### src/rtl/core/sqsc_pkg.sv
// Shared types, register indexes and helpers for the sprite quad setup block.
// Used by the axis placement unit, the top level and the port checker.
package sqsc_pkg;

  localparam int FRAC_BITS_DEF = 4;

  // Edge arithmetic width; holds every exact edge for any fraction width up to 8.
  localparam int EDGE_W = 20;

  localparam int CFG_IDX_W = 3;

  localparam logic [CFG_IDX_W-1:0] REG_SHAKE_X     = 3'd0;
  localparam logic [CFG_IDX_W-1:0] REG_SHAKE_Y     = 3'd1;
  localparam logic [CFG_IDX_W-1:0] REG_MIX_ENABLE  = 3'd2;
  localparam logic [CFG_IDX_W-1:0] REG_MIX_COLOR   = 3'd3;
  localparam logic [CFG_IDX_W-1:0] REG_VIEW_LEFT   = 3'd4;
  localparam logic [CFG_IDX_W-1:0] REG_VIEW_TOP    = 3'd5;
  localparam logic [CFG_IDX_W-1:0] REG_VIEW_WIDTH  = 3'd6;
  localparam logic [CFG_IDX_W-1:0] REG_VIEW_HEIGHT = 3'd7;

  localparam logic [11:0] VIEW_WIDTH_RST  = 12'd640;
  localparam logic [11:0] VIEW_HEIGHT_RST = 12'd480;

  localparam logic [1:0] ANCHOR_CENTER     = 2'd0;
  localparam logic [1:0] ANCHOR_START      = 2'd1;
  localparam logic [1:0] ANCHOR_END        = 2'd2;
  localparam logic [1:0] ANCHOR_CENTER_ALT = 2'd3;

  localparam logic signed [EDGE_W-1:0] SAT_HI = EDGE_W'(32767);
  localparam logic signed [EDGE_W-1:0] SAT_LO = -EDGE_W'(32768);

  typedef struct packed {
    logic               snap;
    logic [1:0]         anchor_x;
    logic [1:0]         anchor_y;
    logic signed [15:0] pos_x;
    logic signed [15:0] pos_y;
    logic [15:0]        size_w;
    logic [15:0]        size_h;
    logic [31:0]        base_color;
  } sprite_t;

  typedef struct packed {
    logic signed [15:0] edge_left;
    logic signed [15:0] edge_right;
    logic signed [15:0] edge_top;
    logic signed [15:0] edge_bottom;
    logic [31:0]        vertex_color;
    logic               culled;
  } quad_t;

  typedef struct packed {
    logic       snap;
    logic [1:0] anchor;
  } axis_ctl_t;

  function automatic logic signed [15:0] sat16(input logic signed [EDGE_W-1:0] v);
    logic signed [15:0] r;
    if (v > SAT_HI) begin
      r = 16'sh7FFF;
    end else if (v < SAT_LO) begin
      r = 16'sh8000;
    end else begin
      r = v[15:0];
    end
    return r;
  endfunction

endpackage

### src/rtl/core/sprite_quad_setup_cull.sv
// Top level of the sprite quad setup and viewport cull block.
// Depends on sqsc_pkg and sqsc_axis.
//
// Usage:
//   Sprite items arrive on sprite and are taken at a clock edge where start is
//   high and busy is low. busy is high while reset is applied and in the first
//   cycle after it, so one item can be taken in every cycle after that.
//   Each item yields one quad on the quad port, marked by done for exactly one
//   cycle, after passing the input register and then the result register.
//   Throughput is one item per clock; the path between the two registers is
//   the edge adders, the viewport compares and four 8x8 colour multipliers.
//   The receiver cannot stall: a quad is shown for one cycle only.
//   Configuration registers are written on cfg_valid/cfg_ready with cfg_index
//   and cfg_data; they are meant to change only while no item is in flight.
//   Reset clears the pipeline valid flags and loads the register defaults
//   (viewport 640 by 480 at the origin, no shake, no colour mix).
module sprite_quad_setup_cull #(
  parameter int FRAC_BITS = sqsc_pkg::FRAC_BITS_DEF
) (
  input  logic                               clk,
  input  logic                               rst,
  input  logic                               start,
  output logic                               busy,
  input  sqsc_pkg::sprite_t                  sprite,
  output logic                               done,
  output sqsc_pkg::quad_t                    quad,
  input  logic                               cfg_valid,
  output logic                               cfg_ready,
  input  logic [sqsc_pkg::CFG_IDX_W-1:0]     cfg_index,
  input  logic [31:0]                        cfg_data
);
  import sqsc_pkg::*;

  // Compare width covers the exact edges and the scaled viewport bounds.
  localparam int CW = (EDGE_W > 13 + FRAC_BITS) ? EDGE_W + 1 : 14 + FRAC_BITS;

  logic signed [12:0] shake_x;
  logic signed [12:0] shake_y;
  logic               mix_enable;
  logic [31:0]        mix_color;
  logic [11:0]        view_left;
  logic [11:0]        view_top;
  logic [11:0]        view_width;
  logic [11:0]        view_height;

  logic      s1_valid;
  sprite_t   s1_item;
  axis_ctl_t ctl_x;
  axis_ctl_t ctl_y;

  logic signed [EDGE_W-1:0] l_e;
  logic signed [EDGE_W-1:0] r_e;
  logic signed [EDGE_W-1:0] t_e;
  logic signed [EDGE_W-1:0] b_e;

  logic signed [CW-1:0] vl;
  logic signed [CW-1:0] vt;
  logic signed [CW-1:0] vr;
  logic signed [CW-1:0] vb;
  logic                 cull;
  logic [31:0]          mixed;
  logic [31:0]          color;
  quad_t                quad_next;

  always_ff @(posedge clk) begin
    if (rst) begin
      busy <= 1'b1;
    end else begin
      busy <= 1'b0;
    end
  end

  assign cfg_ready = ~busy;

  always_ff @(posedge clk) begin
    if (rst) begin
      shake_x     <= '0;
      shake_y     <= '0;
      mix_enable  <= 1'b0;
      mix_color   <= '0;
      view_left   <= '0;
      view_top    <= '0;
      view_width  <= VIEW_WIDTH_RST;
      view_height <= VIEW_HEIGHT_RST;
    end else if (cfg_valid && cfg_ready) begin
      unique case (cfg_index)
        REG_SHAKE_X:     shake_x     <= cfg_data[12:0];
        REG_SHAKE_Y:     shake_y     <= cfg_data[12:0];
        REG_MIX_ENABLE:  mix_enable  <= cfg_data[0];
        REG_MIX_COLOR:   mix_color   <= cfg_data;
        REG_VIEW_LEFT:   view_left   <= cfg_data[11:0];
        REG_VIEW_TOP:    view_top    <= cfg_data[11:0];
        REG_VIEW_WIDTH:  view_width  <= cfg_data[11:0];
        REG_VIEW_HEIGHT: view_height <= cfg_data[11:0];
        default: ;
      endcase
    end
  end

  // Input register.
  always_ff @(posedge clk) begin
    if (rst) begin
      s1_valid <= 1'b0;
    end else begin
      s1_valid <= start && !busy;
    end
  end

  always_ff @(posedge clk) begin
    if (start && !busy) begin
      s1_item <= sprite;
    end
  end

  assign ctl_x = '{snap: s1_item.snap, anchor: s1_item.anchor_x};
  assign ctl_y = '{snap: s1_item.snap, anchor: s1_item.anchor_y};

  sqsc_axis #(.FRAC_BITS(FRAC_BITS)) u_axis_x (
    .ctl   (ctl_x),
    .pos   (s1_item.pos_x),
    .size  (s1_item.size_w),
    .shake (shake_x),
    .lo    (l_e),
    .hi    (r_e)
  );

  sqsc_axis #(.FRAC_BITS(FRAC_BITS)) u_axis_y (
    .ctl   (ctl_y),
    .pos   (s1_item.pos_y),
    .size  (s1_item.size_h),
    .shake (shake_y),
    .lo    (t_e),
    .hi    (b_e)
  );

  assign vl = signed'(CW'(view_left) << FRAC_BITS);
  assign vt = signed'(CW'(view_top) << FRAC_BITS);
  assign vr = signed'((CW'(view_left) + CW'(view_width)) << FRAC_BITS);
  assign vb = signed'((CW'(view_top) + CW'(view_height)) << FRAC_BITS);

  assign cull = (CW'(r_e) < vl) || (CW'(b_e) < vt) ||
                (CW'(l_e) > vr) || (CW'(t_e) > vb);

  // Per-channel colour mix: (c * m) >> 7, capped at full scale.
  always_comb begin
    logic [15:0] prod;
    mixed = '0;
    for (int ch = 0; ch < 4; ch++) begin
      prod = 16'(s1_item.base_color[ch*8 +: 8]) * 16'(mix_color[ch*8 +: 8]);
      mixed[ch*8 +: 8] = prod[15] ? 8'hFF : prod[14:7];
    end
  end

  assign color = mix_enable ? mixed : s1_item.base_color;

  always_comb begin
    quad_next.edge_left    = sat16(l_e);
    quad_next.edge_right   = sat16(r_e);
    quad_next.edge_top     = sat16(t_e);
    quad_next.edge_bottom  = sat16(b_e);
    quad_next.vertex_color = cull ? 32'd0 : color;
    quad_next.culled       = cull;
  end

  // Result register.
  always_ff @(posedge clk) begin
    if (rst) begin
      done <= 1'b0;
    end else begin
      done <= s1_valid;
    end
  end

  always_ff @(posedge clk) begin
    if (s1_valid) begin
      quad <= quad_next;
    end
  end

endmodule

### src/rtl/core/sqsc_axis.sv
// Places one axis of a sprite quad: anchor, shake offset and pixel snapping.
// Pure combinational; depends on sqsc_pkg.
module sqsc_axis #(
  parameter int FRAC_BITS = sqsc_pkg::FRAC_BITS_DEF
) (
  input  sqsc_pkg::axis_ctl_t                   ctl,
  input  logic signed [15:0]                    pos,
  input  logic [15:0]                           size,
  input  logic signed [12:0]                    shake,
  output logic signed [sqsc_pkg::EDGE_W-1:0]    lo,
  output logic signed [sqsc_pkg::EDGE_W-1:0]    hi
);
  import sqsc_pkg::*;

  localparam logic [FRAC_BITS-1:0] HALF = FRAC_BITS'(1) << (FRAC_BITS - 1);

  logic signed [EDGE_W-1:0] p;
  logic signed [EDGE_W-1:0] s;
  logic signed [EDGE_W-1:0] sh;
  logic signed [EDGE_W-1:0] twice;
  logic signed [EDGE_W-1:0] start_pt;
  logic signed [EDGE_W-1:0] lo_raw;
  logic signed [EDGE_W-1:0] hi_raw;

  // Round to the nearest whole pixel, ties to the even pixel, then drop half a pixel.
  function automatic logic signed [EDGE_W-1:0] snap_edge(input logic signed [EDGE_W-1:0] v);
    logic signed [EDGE_W-1:0] whole;
    logic [FRAC_BITS-1:0]     frac;
    logic                     up;
    whole = v >>> FRAC_BITS;
    frac  = v[FRAC_BITS-1:0];
    up    = (frac > HALF) || ((frac == HALF) && whole[0]);
    return ((whole + EDGE_W'(up)) <<< FRAC_BITS) - EDGE_W'(HALF);
  endfunction

  assign p     = EDGE_W'(pos);
  assign s     = signed'(EDGE_W'(size));
  assign sh    = EDGE_W'(shake);
  assign twice = (p <<< 1) - s;

  always_comb begin
    unique case (ctl.anchor)
      ANCHOR_START: start_pt = p;
      ANCHOR_END:   start_pt = p - s;
      ANCHOR_CENTER, ANCHOR_CENTER_ALT: begin
        if (ctl.snap) begin
          start_pt = (twice >>> (FRAC_BITS + 1)) <<< FRAC_BITS;
        end else begin
          start_pt = twice >>> 1;
        end
      end
      default: start_pt = p;
    endcase
  end

  assign lo_raw = start_pt + sh;
  assign hi_raw = start_pt + s + sh;
  assign lo     = ctl.snap ? snap_edge(lo_raw) : lo_raw;
  assign hi     = ctl.snap ? snap_edge(hi_raw) : hi_raw;

endmodule

### config.mk
export PLATFORM = sky130hd
export DESIGN_NAME = sprite_quad_setup_cull
export DESIGN_NICKNAME = d
export VERILOG_FILES = /design/src/rtl/core/sqsc_pkg.sv /design/src/rtl/core/sprite_quad_setup_cull.sv /design/src/rtl/core/sqsc_axis.sv
export SDC_FILE = /design/constraint.sdc
export NUM_CORES = 2
export LEC_CHECK = 0
export BUFFER_PORTS_ARGS = -buffer_cell sky130_fd_sc_hd__buf_2
export CAP_MARGIN = 20
export CORE_MARGIN = 4
export CORE_UTILIZATION = 30
export DETAILED_ROUTE_END_ITERATION = 8
export GPL_TIMING_DRIVEN = 0
export SKIP_LAST_GASP = 1
export SLEW_MARGIN = 20
export SYNTH_ARGS = -nofsm -noshare
export SYNTH_HDL_FRONTEND = slang
export SYNTH_SLANG_ARGS = --single-unit
### constraint.sdc
create_clock -name clk -period 12.4 [get_ports clk]
set_clock_uncertainty 0.15 [all_clocks]
set_input_delay 3.72 -clock clk [delete_from_list [all_inputs] [get_ports clk]]
set_output_delay 3.72 -clock clk [all_outputs]
set_load 0.1 [all_outputs]
==> flow_summary.yaml <==
floorplan:
  io_pins: 240
  core_mm2: 0.109
  fp.dieW_um: 339
  start_util_pct: 30.2
  die_area_mm2: 0.115
  die_h_um: 339
  fp-row-count: 121
synth:
  ys_seq_area_share_pct: 24.7
  yosys.area.top_type: "edfxtp_1"
  synth_edf_count: 198
  synth_commonest_cells: "inv_1 (477), nand2_1 (389), ha_1 (350), nor2_1 (211), edfxtp_1 (198)"
  synth_area_leaders: "edfxtp_1 (18%), ha_1 (13%), fa_1 (11%)"
  netlist_area_mm2: 0.0330
  yosysTopAreaCellShare_pct: 18.0
  ys_warn_count: 0
  ys.flop_type: "edfxtp_1"
  synthArstFlopShare_pct: 0
  ys_types: 121
  avgSynthCellArea_um2: 8.82
  syn-instance-count: 3738
  ys_ff_latch: 308
  syn-num-nets: 4412
  yosysMostFrequentCell: "inv_1"
global_routing:
  grt_usage_pct: 17.1
  met1_usage_pct: 22.2
  antenna_found_initial: 11
  grt_most_used_layer: "met2"
  grt_max_degree: 47
  grt_pass1_wl_um: 156000
  grtUsageMet3_pct: 3.34
  overflow: 0
  gr-usage-met2_pct: 28.7
  grt_pass1_vias: 27265
placed_design:
  io_buffers: 236
  gp_congestion: 0.867
  dp_cells: 5394
  dp_hpwl_um: 81000
hold_path:
  min_from: "shake_x[4]$_SDFFE_PP0P_"
  min_to: "shake_x[4]$_SDFFE_PP0P_"
  min_path_cells: 2
  hold_path_class: "reg -> reg"
worst_setup_path:
  r2r-start: "ctl_x[2]$_DFFE_PP_"
  worstPathRequired_ns: 12.67
  path_buf_inv: 8
  worstSetupStartpointType: "flop"
  slowest_stage: "clkbuf_1"
  crit_type: "reg -> reg"
  cp-end-kind: "flop"
  cp_slowest_stage_delay_ns: 0.72
  cp_top_family: "buffers and inverters"
  worst-path-max-fanout: 10
  r2r_cells: 41
  cp_common_cell: "nor2_1"
  regToRegEndpoint: "quad[8]$_SDFFCE_PP0P_"
  r2r_setup_slack_ns: 1.04
  arrival_ns: 11.63
clock_tree:
  cts_tree: "done"
  h-tree-depth: 2
  post_cts_resized: 0
  clockBufferDepth: 3
  clk_pin_slew_ns: 0.06
  cts.sinks: 308
  cts-root-buf: "clkbuf_16"
  cts_buffers: 41
  cts_hold_buf: 0
  worstSkewPairLatency_ns: 0.59
  cts_setup_buffers: 0
route:
  via_per_inst: 5.11
  drt-initial-drc-count: 1921
  drt-pass1-iter-count: 5
  wl_per_cell_um: 18.5
  drc: 0
  drt_wl_total_um: 101000
  routed-via-count: 27972
  ant_nets: 0
sta:
  slew_viol_final: 0
  setup_tns_ns: 0
  hold_violations: 0
  min_period_ns: 11.36
  worst_pin_slew_ns: 1.09
  period_share_pct: 91.6
  maxSlewHeadroom_pct: 27.2
  fmax_mhz: 88.0
  finalSetupViolCount: 0
  grt_setup_unrepaired: "false"
power:
  power.density_mw_per_mm2: 106
  ir_drop_mv: 0.0942
  leakage_nw: 16.5
  finalPower_mw: 3.99
cells_and_area:
  nets: 4698
  drive_above_1_share_pct: 11.8
  areaGrowthSynthToFinish_pct: 13.6
  layout.cells.non_filler: 5477
  multi_input_area_mm2: 0.0225
  seqCellArea_mm2: 0.00815
  nFillCells: 11280
status:
  status: "finished, final reports clean"
flow_run:
  cap_violations: 0
-- worst register-to-register path: cells and delay by family (launching register included) --
family | cells | cell delay, ns
AO/OA/AOI/OAI | 11 | 2.16
XOR/XNOR | 3 | 1.02
adder cells (fa/ha/maj) | 3 | 0.70
buffers and inverters | 8 | 3.49
flip-flops | 1 | 0.34
AND/OR/NAND/NOR | 16 | 3.35
-- cell usage in the layout, fill, tap and decap left out, types with 22 or more instances in the layout --
master / n
nor3_1: 92
a21o_1: 49
o21a_1: 71
clkbuf_1: 110
o21ai_1: 25
a21oi_1: 195
o21bai_1: 24
xnor2_1: 126
o221a_2: 33
nand2b_1: 24
dfxtp_1: 109
inv_1: 477
nand2_1: 389
mux2i_1: 59
o21ai_0: 154
buf_2: 247
clkbuf_16: 45
a21boi_0: 23
nand4_1: 28
and2_1: 137
o211ai_1: 22
a211o_1: 27
fa_1: 184
ha_1: 350
or3_1: 30
xor2_1: 61
nor2_1: 211
and3_1: 23
edfxtp_1: 198
nand3_1: 56
nor2b_1: 45
a211oi_1: 22
-- routing by layer --
layer | up-vias | part of all wire [%]
met1 | 13480 | 44
met3 | 142 | 6.1
met2 | 651 | 46
met4 | 10 | 3.0
li1 | 13689 | -
met5 | - | 0.054
-- cells by family after synthesis --
logic type	Yosys count	synth area share, %
XOR/XNOR	191	5.17
AO/OA/AOI/OAI	850	18.0
AND/OR/NAND/NOR	1170	18.1
adder cells (fa/ha/maj)	535	24.5
buffers and inverters	605	7.05
flip-flops	308	24.7
multiplexers	79	2.47
-- final cells by class --
type / count / share of cell area [%]
buffer: 125 / 1.39
tap: 1414 / 4.72
clock inverter: 22 / 0.508
multi-input combinational: 2825 / 60.1
sequential: 308 / 21.8
antenna: 6 / 0.0401
timing repair buffer: 243 / 3.55
inverter: 480 / 4.81
clock buffer: 54 / 3.16
-- through the flow --
stage	cell area, um2	hold WS [ns]	util (%)	setup slack (ns)
after global routing	37400	0.354	34.4	0.338
after global placement	35900	0.313	33.0	-0.325
after CTS	37400	0.331	34.3	0.697
final	37500	0.335	34.4	1.04
after floorplan	33000	0.300	-	3.54
after detailed placement	36100	0.323	33.1	0.795
-- registers in the layout, indices dropped and copies added (netlist names), 2 cells and up --
signal,count
quad,97
ctl_x,3
mix_color,32
s1_item,96
view_left,12
shake_y,13
view_top,12
shake_x,13
view_height,12
ctl_y,2
view_width,12
-- worst max path at each step --
stage	startpoint	to	slack, ns	cells past startpoint
floorplan	start	ctl_x[0]$_DFFE_PP_	3.54	1
detailed placement	ctl_x[2]$_DFFE_PP_	quad[4]$_SDFFCE_PP0P_	0.80	40
global route	ctl_x[2]$_DFFE_PP_	quad[4]$_SDFFCE_PP0P_	0.34	41
finish	ctl_x[2]$_DFFE_PP_	quad[8]$_SDFFCE_PP0P_	1.04	41
global placement	start	s1_item[63]$_DFFE_PP_	-0.33	2
CTS	ctl_x[2]$_DFFE_PP_	quad[4]$_SDFFCE_PP0P_	0.70	40
-- report_power, final --
group / total (mW) / switching (mW) / internal (mW)
Sequential: 1.18 / 0.0285 / 1.15
Clock: 1.22 / 0.503 / 0.719
Combinational: 1.59 / 1.03 / 0.558
Total: 3.99 / 1.56 / 2.43
Note: power is estimated with default switching activity, not from simulation.
